<file path="config.mk">
export PLATFORM = sky130hd
export DESIGN_NAME = mme_ctrl
export DESIGN_NICKNAME = d
export VERILOG_FILES = /design/src/sv/mme_pkg.sv /design/src/sv/mme_ctrl.sv
export SDC_FILE = /design/constraint.sdc
export NUM_CORES = 1
export LEC_CHECK = 0
export BUFFER_PORTS_ARGS = -buffer_cell sky130_fd_sc_hd__buf_2
export CAP_MARGIN = 20
export CORE_ASPECT_RATIO = 0.7
export CORE_MARGIN = 2
export CORE_UTILIZATION = 53
export CTS_BUF_LIST = sky130_fd_sc_hd__clkbuf_16
export CTS_CLUSTER_SIZE = 40
export DETAILED_ROUTE_END_ITERATION = 16
export GPL_TIMING_DRIVEN = 0
export HOLD_SLACK_MARGIN = 0.15
export PLACE_DENSITY = 0.79
export SLEW_MARGIN = 10
export SYNTH_ARGS = -nofsm -noshare
export SYNTH_HDL_FRONTEND = slang
export SYNTH_SLANG_ARGS = --single-unit
</file>
<file path="constraint.sdc">
create_clock -name clk -period 2.3 [get_ports clk]
set_clock_uncertainty 0.1 [all_clocks]
set_input_delay 0.115 -clock clk [delete_from_list [all_inputs] [get_ports clk]]
set_output_delay 0.115 -clock clk [all_outputs]
set_load 0.02 [all_outputs]
</file>
<file path="src/sv/mme_pkg.sv">
`default_nettype none
package mme_pkg;

  // Largest matrix dimension held by the element stores.
  localparam int MAX_DIM = 16;

  localparam int DIM_W  = (MAX_DIM > 1) ? $clog2(MAX_DIM) : 1;
  localparam int CNT_W  = $clog2(MAX_DIM + 1);
  localparam int DEPTH  = MAX_DIM * MAX_DIM;
  localparam int ADDR_W = (DEPTH > 1) ? $clog2(DEPTH) : 1;

  // Fixed field widths of the channels and registers.
  localparam int MODE_W  = 2;
  localparam int IDX_W   = 4;
  localparam int VAL_W   = 16;
  localparam int PROD_W  = 2 * VAL_W;
  localparam int SUM_W   = 40;
  localparam int CFG_W   = 5;
  localparam int CFG_A_W = 2;

  localparam logic [CFG_W-1:0] CFG_RESET = 5'd16;

  typedef enum logic [MODE_W-1:0] {
    MODE_LOAD_A = 2'd0,
    MODE_LOAD_B = 2'd1,
    MODE_FETCH  = 2'd2
  } mode_t;

  typedef enum logic [CFG_A_W-1:0] {
    REG_ROWS_M  = 2'd0,
    REG_INNER_N = 2'd1,
    REG_COLS_P  = 2'd2
  } reg_idx_t;

  typedef enum logic [1:0] {
    ST_IDLE,
    ST_ISSUE,
    ST_DRAIN
  } state_t;

  // Controller to datapath.
  typedef struct packed {
    logic             a_we;    // write A store from the input beat
    logic             b_we;    // write B store from the input beat
    logic             start;   // latch fetch indices, clear accumulator
    logic             issue;   // read A[row][k] and B[k][col]
    logic [DIM_W-1:0] k;
    logic             finish;  // load the result register
    logic             err;     // result is an index error
  } mme_cmd_t;

  // Datapath to controller.
  typedef struct packed {
    logic busy;  // reads or products still in flight
  } mme_sts_t;

endpackage
`default_nettype wire

</file>
<file path="src/sv/mme_ctrl.sv">
`default_nettype none
module mme_ctrl (
  input  wire                           clk,
  input  wire                           rst_n,
  input  wire                           cfg_we,
  input  wire [mme_pkg::CFG_A_W-1:0]    cfg_index,
  input  wire [mme_pkg::CFG_W-1:0]      cfg_data,
  input  wire                           in_valid,
  output logic                          in_ready,
  input  wire [mme_pkg::MODE_W-1:0]     in_mode,
  input  wire [mme_pkg::IDX_W-1:0]      in_row,
  input  wire [mme_pkg::IDX_W-1:0]      in_col,
  output logic                          out_valid,
  input  wire                           out_ready,
  output mme_pkg::mme_cmd_t             cmd,
  input  mme_pkg::mme_sts_t             sts
);

  mme_pkg::state_t state_r, state_nxt;
  logic [mme_pkg::CFG_W-1:0] rows_r, inner_r, cols_r;
  logic [mme_pkg::DIM_W-1:0] k_r, k_nxt;
  logic                      err_r, err_nxt;
  logic                      out_valid_r, out_valid_nxt;

  logic [mme_pkg::CNT_W-1:0] m_cnt, n_cnt, p_cnt;
  logic [31:0]               row_w, col_w;
  logic                      accept, row_in_m, row_in_n, col_in_n, col_in_p, k_last;

  function automatic logic [mme_pkg::CNT_W-1:0] clamp_dim(input logic [mme_pkg::CFG_W-1:0] v);
    if (32'(v) > 32'(mme_pkg::MAX_DIM)) begin
      return mme_pkg::CNT_W'(mme_pkg::MAX_DIM);
    end
    return mme_pkg::CNT_W'(v);
  endfunction

  always_ff @(posedge clk) begin
    if (!rst_n) begin
      rows_r  <= mme_pkg::CFG_RESET;
      inner_r <= mme_pkg::CFG_RESET;
      cols_r  <= mme_pkg::CFG_RESET;
    end else if (cfg_we) begin
      case (cfg_index)
        mme_pkg::REG_ROWS_M:  rows_r  <= cfg_data;
        mme_pkg::REG_INNER_N: inner_r <= cfg_data;
        mme_pkg::REG_COLS_P:  cols_r  <= cfg_data;
        default: ;
      endcase
    end
  end

  assign m_cnt = clamp_dim(rows_r);
  assign n_cnt = clamp_dim(inner_r);
  assign p_cnt = clamp_dim(cols_r);

  assign row_w    = 32'(in_row);
  assign col_w    = 32'(in_col);
  assign row_in_m = row_w < 32'(m_cnt);
  assign row_in_n = row_w < 32'(n_cnt);
  assign col_in_n = col_w < 32'(n_cnt);
  assign col_in_p = col_w < 32'(p_cnt);
  assign k_last   = (mme_pkg::CNT_W'(k_r) + mme_pkg::CNT_W'(1)) == n_cnt;

  assign in_ready  = (state_r == mme_pkg::ST_IDLE);
  assign accept    = in_valid && in_ready;
  assign out_valid = out_valid_r;

  always_comb begin
    state_nxt     = state_r;
    k_nxt         = k_r;
    err_nxt       = err_r;
    out_valid_nxt = out_valid_r && !out_ready;
    cmd           = '0;
    cmd.k         = k_r;
    cmd.err       = err_r;
    case (state_r)
      mme_pkg::ST_IDLE: begin
        if (accept) begin
          case (in_mode)
            mme_pkg::MODE_LOAD_A: cmd.a_we = row_in_m && col_in_n;
            mme_pkg::MODE_LOAD_B: cmd.b_we = row_in_n && col_in_p;
            mme_pkg::MODE_FETCH: begin
              cmd.start = 1'b1;
              k_nxt     = '0;
              err_nxt   = !(row_in_m && col_in_p);
              // error or empty product: nothing to walk
              if (!(row_in_m && col_in_p) || n_cnt == '0) begin
                state_nxt = mme_pkg::ST_DRAIN;
              end else begin
                state_nxt = mme_pkg::ST_ISSUE;
              end
            end
            default: ;
          endcase
        end
      end
      mme_pkg::ST_ISSUE: begin
        cmd.issue = 1'b1;
        k_nxt     = k_r + mme_pkg::DIM_W'(1);
        if (k_last) begin
          state_nxt = mme_pkg::ST_DRAIN;
        end
      end
      mme_pkg::ST_DRAIN: begin
        if (!sts.busy && (!out_valid_r || out_ready)) begin
          cmd.finish    = 1'b1;
          out_valid_nxt = 1'b1;
          state_nxt     = mme_pkg::ST_IDLE;
        end
      end
      default: state_nxt = mme_pkg::ST_IDLE;
    endcase
  end

  always_ff @(posedge clk) begin
    if (!rst_n) begin
      state_r     <= mme_pkg::ST_IDLE;
      k_r         <= '0;
      err_r       <= 1'b0;
      out_valid_r <= 1'b0;
    end else begin
      state_r     <= state_nxt;
      k_r         <= k_nxt;
      err_r       <= err_nxt;
      out_valid_r <= out_valid_nxt;
    end
  end

endmodule
`default_nettype wire

</file>
Word level (Yosys, flattened, before mapping)

Cells that the tools add are included.

Flip-flop bits (word level): 23
Word-level logic and storage cells: 78

$add $sub $neg: 2
Order comparisons: 7
Eq/ne operators: 11
Mux-type cells: 28
Reduce and logical (&&, ||, !) cells: 23

Operator list:

| kind                                                                    | number |
|---|---|
| 5-bit 2-to-1 mux                                                        | 6 |
| 4-bit by 5-bit < comparator with 1-bit output                           | 4 |
| 5-bit > comparator, second input constant                               | 3 |
| 1-bit 2-to-1 mux                                                        | 11 |
| 2-bit 2-to-1 mux                                                        | 5 |
| 4-bit 2-to-1 mux                                                        | 2 |
| 4-bit one-hot mux with 2 select lines                                   | 1 |
| 2-bit by 1-bit equality test with 1-bit output, second input constant   | 3 |
| 2-bit equality test, second input constant                              | 3 |
| 1-bit logical AND                                                       | 6 |
| 2-bit zero test                                                         | 3 |
| 3-bit 2-to-1 mux                                                        | 2 |
| 2-bit one-hot mux with 3 select lines                                   | 1 |
| 2-bit AND reduction                                                     | 3 |
| 3-bit AND reduction                                                     | 2 |
| 4-bit by 1-bit adder with 5-bit output, second input constant           | 1 |
| 5-bit equality test                                                     | 1 |
| 5-bit zero test                                                         | 1 |
| 4-bit by 1-bit adder with 4-bit output, second input constant           | 1 |
| 1-bit zero test                                                         | 4 |
| 2-bit by 1-bit inequality test with 1-bit output, second input constant | 2 |
| 2-bit inequality test, second input constant                            | 2 |
| 4-bit AND reduction                                                     | 1 |
| 1-bit logical OR                                                        | 2 |
| 2-bit nonzero test                                                      | 1 |

Logic depth before layout (Yosys ltp)

Gate-level depths: netlist of run 1.

Depth after elaboration: 11
Mapped depth: 7
Gate-level depth less buffers: 7

Worst setup path before layout of run 1

OpenSTA, ideal clock, no wires.

Path kind: reg-to-output
Start: register inner_r[4] (netlist name)
End: output port cmd[9] (netlist name)
Data arrival time: 1959 ps
Required time: 2085 ps
Setup slack: 126 ps
Cell stages (with the launch flop): 8
Buffers on the path: 1
Cell sequence: dfxtp_1 > buf_2 > nand2b_1 > ha_1 > o21a_1 > o21ai_0 > a211oi_1 > nor4b_1

RTL lines:

| what                   | line           | RTL |
|---|---|---|
| start, declared        | mme_ctrl.sv:20 | `logic [mme_pkg::CFG_W-1:0] rows_r, inner_r, cols_r;` |
| start signal, assigned | mme_ctrl.sv:39 | `inner_r <= mme_pkg::CFG_RESET;` |
| start signal, assigned | mme_ctrl.sv:44 | `mme_pkg::REG_INNER_N: inner_r <= cfg_data;` |
| end, declared          | mme_ctrl.sv:15 | `output mme_pkg::mme_cmd_t cmd,` |

==> metrics.txt, run 1 <==
maximum vdd drop=about 0.49 mV; Die Y=48.33 um; Max Cap Viol=0; Clock Pin Slew Worst Setup and Hold Paths=0.06 ns; Power Total=a little under 1 mW; R2R cell count=6; initial antenna violation count=0; Synth Area per Inst=approximately 9.0 sq um; fin crit period=about 2.2 ns; post-synthesis sequential area ratio=30.95%; Yosys warnings=0; Rows=16; Hold WC Path Type=in -> reg; Pwr Density=about 510 nW/um^2; synth unique cells=37; Setup Crit Path Kind=reg -> out; Routed Antenna Nets=0; largest area contributor in the netlist=dfxtp_1; Post-Route WL=3963 um; Netlist Area Pre-Place=1488 sq um; TNS Setup=0 ns; hold path depth=4; IO Port Bufs=34; Final nets=around 250; die width=around 67 um; ranking of synthesized cells by area=dfxtp_1 31%, ha_1 11%, mux2i_1 10%, nor2b_1 7.1%, nand2b_1 5.0%; Vias/cell=between 5 and 6; vias in the first global route=~1400; layout cells sized above 1=between 20% and 30%; number of fill cells in the layout=~230; Req. time, crit path=~2.1 ns; Final Max Tran Viols=0; I/O pins=35; crit start category=register; cts bufs inserted=3; P_leak=about 0.86 nW; die area=about 3300 sq um; f_max=456.7 MHz; DP Wirelength=approximately 2800 um; Starting Density=54.24%; status=finished clean; global-route wire length before repair=between 6000 and 7000 um; final std cells w/o fill=approximately 250; P&R area growth vs syn=26.58%; Yosys top cell area share=between 30% and 40%; antenna cells=0; CP Data Arrival Time=about 2.0 ns; Clk Latency, worst-skew pair=roughly 0.25 ns; Post-route DRC=0; Multi-input gate area=about 1000 sq um; Clock Sinks=23; 1st-pass router iterations=4; crit end category=primary output; Iteration-0 DRC Markers=66; all-layer global routing usage=about a quarter; placed cell area=between 1500 and 2000 sq um; drt wl/cell=approximately 16 um; CTS root buf=clkbuf_16; H-tree levels=1; synthesized instance count=~170; Core Area=around 2700 sq um; GRT overflow=0; crit share post-route=95.21%; number of cells after detailed placement=around 240; Clock Path Buffers=2; Post-CTS Setup Bufs=0; total number of vias=approximately 1400; max_slew headroom=64.40%; #FFs+latches synth=23; RSZ-0062 raised after global routing=false; Worst Path Max Fanout=10; largest net degree at the start of global routing=14; final setup violation count=0; gpl congestion=between 0.8 and 0.9; worst slew pin tran=0.5317 ns; Final Cell Area=around 1900 sq um; Hold Vio Cnt, Final=0; Seq. cell area=about 460 sq um; CTS tree=done; Synthesized Nets=around 200
cell usage after synthesis, drive strengths merged:
| master | number |
|---|---|
| nand4bb | 1 |
| and2 | 1 |
| nor4bb | 1 |
| ha | 13 |
| clkbuf | 2 |
| inv | 3 |
| and3 | 1 |
| nand2b | 13 |
| a211oi | 2 |
| o211a | 3 |
| dfxtp | 23 |
| nor4b | 1 |
| o211ai | 1 |
| nor2 | 15 |
| mux2i | 15 |
| xor3 | 1 |
| a21boi | 1 |
| nand4 | 1 |
| a221oi | 1 |
| or4 | 1 |
| nor2b | 17 |
| a21oi | 4 |
| nor3 | 2 |
| nand3b | 4 |
| buf | 2 |
| o21ai | 12 |
| nand2 | 10 |
| xor2 | 1 |
| nor3b | 4 |
| o21a | 3 |
| nor4 | 1 |
| a22oi | 3 |
| nand3 | 2 |
| o31ai | 1 |
report_power, final:
| group | switching [mW] | internal [mW] | total (mW) |
|---|---|---|---|
| combinational | 0.0856 | 0.0774 | 0.163 |
| sequential | 0.0142 | 0.411 | 0.426 |
| clock | 0.140 | 0.234 | 0.374 |
| total | 0.240 | 0.723 | 0.963 |
per-layer routing:
layer / vias to the layer above / routed length [um] / track usage (%) / part of all wire, %
met5: - / 0 / 0 / 0
li1: 683 / - / - / -
met4: 0 / 79 / 7.483 / 2.0
met1: 674 / 1623 / 32.89 / 41
met2: 51 / 2010 / 44.22 / 51
met3: 8 / 249 / 4.884 / 6.3
worst max-delay path, cell delays in order, from the launching register on:
cell and delay [ns]:
dfxtp_2 0.34, buf_6 0.14, nand2b_4 0.15, ha_1 0.27, o21a_1 0.10, o21ai_0 0.14, a211oi_1 0.10, nor4bb_1 0.28
buf_2 0.21
metrics by stage:
stage | hold WS (ns) | setup WS, ns | util [%]
6_report | 0.1686 | 0.1102 | 68.66
5_1_grt | 0.1748 | 0.02122 | 68.66
4_1_cts | 0.1574 | 0.01536 | 67.93
3_5_place_dp | 0.2860 | 0.2495 | 62.09
3_3_place_gp | 0.2819 | 0.3265 | 62.09
2_1_floorplan | 0.1401 | 0.1256 | -
cell type report:
class                   instances  area share, %
multi-input cells             136          54.09
repair buffers                 41          12.76
inverters                       3         0.5980
clock inverters                 1         0.2658
well taps                      36          2.392
clock buffers                   3          3.987
plain buffers                   4          1.395
flip-flops and latches         23          24.52
final timing paths:
check | from | slack, ns | endpoint
setup / recovery | inner_r[4] | 0.11 | cmd[8]
hold / removal | cfg_index[1] | 0.17 | rows_r[4]
setup reg to reg | k_r[0] | 0.41 | state_r[1]
hold reg to reg | err_r | 0.41 | err_r
placed cells by master (no fill, tap or decap), types with 4 or more instances in the layout:
cell type | synthesis | layout
nand2b_1 | 12 | 11
o21ai_0 | 12 | 11
buf_2 | 1 | 34
ha_1 | 13 | 13
nand3b_1 | 4 | 4
dlygate4sd3_1 | 0 | 7
a21oi_1 | 4 | 4
dfxtp_1 | 23 | 22
nor2_1 | 15 | 15
mux2i_1 | 15 | 15
nand2_1 | 10 | 10
nor2b_1 | 17 | 17
repair_timing:
action | CTS | global route
setup endpoints to repair | 2 | 2
endpoints found under the hold margin | 17 | 0
hold buffers | 7 | 0
pin swaps | 1 | 1
resized for setup | 2 | 6
cell families (layout without fill, tap and decap cells):
group | Yosys count | after routing | share of synthesized area, %
adders and majority gates | 13 | 13 | 10.93
buffers and inverters | 7 | 52 | 2.103
and+or+nand+nor | 75 | 75 | 29.77
AOI/OAI and AO/OA | 31 | 31 | 13.96
muxes | 15 | 15 | 10.09
DFF | 23 | 23 | 30.95
xor gates and xnor gates | 2 | 2 | 2.187
registers in the layout (all words and copies together) (netlist names):
name and count:
state_r 2, out_valid 1, cols_r 5, inner_r 5
err_r 1, rows_r 5, k_r 4
Power figures use the tool's default switching activity.
==> inputs of run 2 (changes only) <==
CTS_CLUSTER_DIAMETER = 100   (was not set)
RECOVER_POWER = 100   (was not set)
==> run 2 against run 1 <==
- flip-flop and latch count stayed put
- register-to-register slack worse by 0.05 ns
- clock power hardly changed
- final cell count stayed put
- cell area is 1.7% lower
- critical path depth stayed put
- sequential share of layout area is 0.43 points higher
- highest routed layer unchanged
- combinational power is 3% lower
- fmax is 0.42% higher
- global-route usage stayed put
- hold slack better by 0.050 ns
==> metrics.txt, run 2 (synthesis results as in run 1) <==
CP Data Arrival Time=1.97 ns (about the same); Clock Pin Slew Worst Setup and Hold Paths=0.06 ns (about the same); hold path depth=4 (unchanged); Final Cell Area=1851 sq um (-1.7%); largest net degree at the start of global routing=14 (unchanged); CTS root buf=clkbuf_16; Vias/cell=5.660 (-1.3%); Psw=0.2404 mW (+0.11%); most frequent cells in the layout=22 x dfxtp_1, 20 x buf_2, 17 x nor2b_1; f_max=458.6 MHz (+0.42%); Core Area=2743 sq um (unchanged); Hold Vio Cnt, Final=0 (unchanged); worst slew pin tran=0.9226 ns (+0.3909 ns); placed cell area=1703 sq um (unchanged); P_leak=0.8127 nW (-6.0%); Post-route DRC=0 (unchanged); cts bufs inserted=3 (unchanged); combinational fraction of design power=16.5% (-0.4 points); crit start category=register; maximum vdd drop=0.4893 mV (+0.40%); status=finished clean; DP Wirelength=2847 um (unchanged); R2R cell count=6 (unchanged); Reg power frac=44.4% (+0.2 points); P&R area growth vs syn=24.39%; clock share of power=39.2% (+0.3 points); Post-Route WL=3970 um (+0.18%); Req. time, crit path=2.09 ns (about the same); crit end category=primary output; total number of vias=1398 (-1.3%); dpl ws=0.2495 ns (unchanged); initial antenna violation count=0 (unchanged); Starting Density=54.24% (unchanged); Routed Antenna Nets=0 (unchanged); crit share post-route=94.81% (-0.40 points); Pwr Density=518.6 nW/um^2 (+1.4%); fin crit period=2.181 ns (-0.009241 ns); Die Y=48.33 um (unchanged); global-route wire length before repair=6396 um (unchanged); die width=67.33 um (unchanged); Setup Crit Path Kind=reg -> out; gpl congestion=0.8265 (unchanged); CTS tree=done; 1st-pass router iterations=4 (unchanged); Post-CTS Setup Bufs=0 (unchanged); antenna cells=0 (unchanged); TNS Setup=0 ns (unchanged); all-layer global routing usage=25.88% (unchanged); IO Port Bufs=34 (unchanged); RSZ-0062 raised after global routing=false; GRT overflow=0 (unchanged); Rows=16 (unchanged); worst hold start=cfg_index[0]; Final nets=248 (unchanged); Reg-to-Reg Start=k_r[0]; die area=3253 sq um (unchanged); Pint=0.7193 mW (-0.46%); Hold Path End=rows_r[4]; Iteration-0 DRC Markers=79 (+20%); Clock Path Buffers=2 (unchanged); Max Cap Viol=0 (unchanged); final setup violation count=0 (unchanged); vias in the first global route=1390 (unchanged); final worst slack=0.1194 ns (+0.009241 ns); Largest regs=cols_r x5, inner_r x5, rows_r x5; switching share of power=25.05% (+0.11 points); Worst Path Max Fanout=10 (unchanged); reg-to-reg slack, setup=0.36 ns (-0.05 ns); Hold WC Path Type=in -> reg; Clk Latency, worst-skew pair=0.25 ns (about the same); Final Max Tran Viols=0 (unchanged); layout cells sized above 1=16.59% (-7.6 points); most common cell after layout, fill and taps aside=dfxtp_1; max_slew headroom=38.36% (-26 points); H-tree levels=1 (unchanged); I/O pins=35 (unchanged); drt wl/cell=16.07 um (+0.18%); reg2reg end=state_r[1]; Clock Sinks=23 (unchanged)
run 2: layout make-up:
| class | instances | area (sq um) |
|---|---|---|
| Sequential cell | 23 | 461.7 |
| Multi-Input combinational cell | 136 | 1002 |
| Buffer | 4 | 26.28 |
| Tap cell | 36 | 45.04 |
| Inverter | 3 | 11.26 |
| Clock buffer | 3 | 75.07 |
| Fill cell | 229 | 892.1 |
| Clock inverter | 1 | 5.005 |
| Timing Repair Buffer | 41 | 224.0 |
run 2: worst max-delay path by stage:
stage	from	cells after the start	endpoint
final	inner_r[4]	8	cmd[8]
after global placement	inner_r[4]	8	cmd[8]
after CTS	inner_r[4]	8	cmd[9]
after global routing	inner_r[4]	8	cmd[8]
after detailed placement	inner_r[4]	8	cmd[9]
after floorplan	inner_r[4]	7	cmd[9]
run 2: metal layers:
metal  global-route usage (%)  part of all wire (%)  vias to the layer above
met1                    32.89                    41                      660
met5                        0                     0                        -
li1                         -                     -                      679
met3                    4.884                   6.7                        8
met2                    44.22                    50                       51
met4                    7.483                   2.0                        0
run 2: what timing repair did:
item / CTS / global route
cloned: 0 / 0
hold endpoints to repair: 17 / 0
endpoints found under the setup margin: 2 / 2
resized for setup: 2 / 6
pin swaps: 1 / 1
hold buffers: 7 / 0
run 2: per-stage QoR:
stage / std cells / total power, mW / utilization [%] / hold WS, ns
6_report: 247 / 0.9596 / 67.47 / 0.2189
5_1_grt: 247 / 1.006 / 67.47 / 0.2345
4_1_cts: 247 / 0.9642 / 67.93 / 0.1574
3_5_place_dp: 236 / 0.5773 / 62.09 / 0.2860
3_3_place_gp: 236 / 0.5698 / 62.09 / 0.2819
2_1_floorplan: 166 / 0.5208 / - / 0.1401
run 2: power by group through the flow:
stage          Sequential, mW  Combinational [mW]  Clock, mW
2_1_floorplan           0.431              0.0899          0
3_3_place_gp            0.432               0.137          0
3_5_place_dp            0.433               0.144          0
4_1_cts                 0.425               0.156      0.383
5_1_grt                 0.427               0.175      0.405
6_report                0.426               0.158      0.376
run 2: worst max-delay path: stages, from the launching register on:
cell      delay, ns
dfxtp_2        0.34
buf_6          0.14
nand2b_4       0.15
ha_1           0.27
o21a_1         0.10
o21ai_0        0.14
a211oi_1       0.10
nor4bb_1       0.27
buf_2          0.21
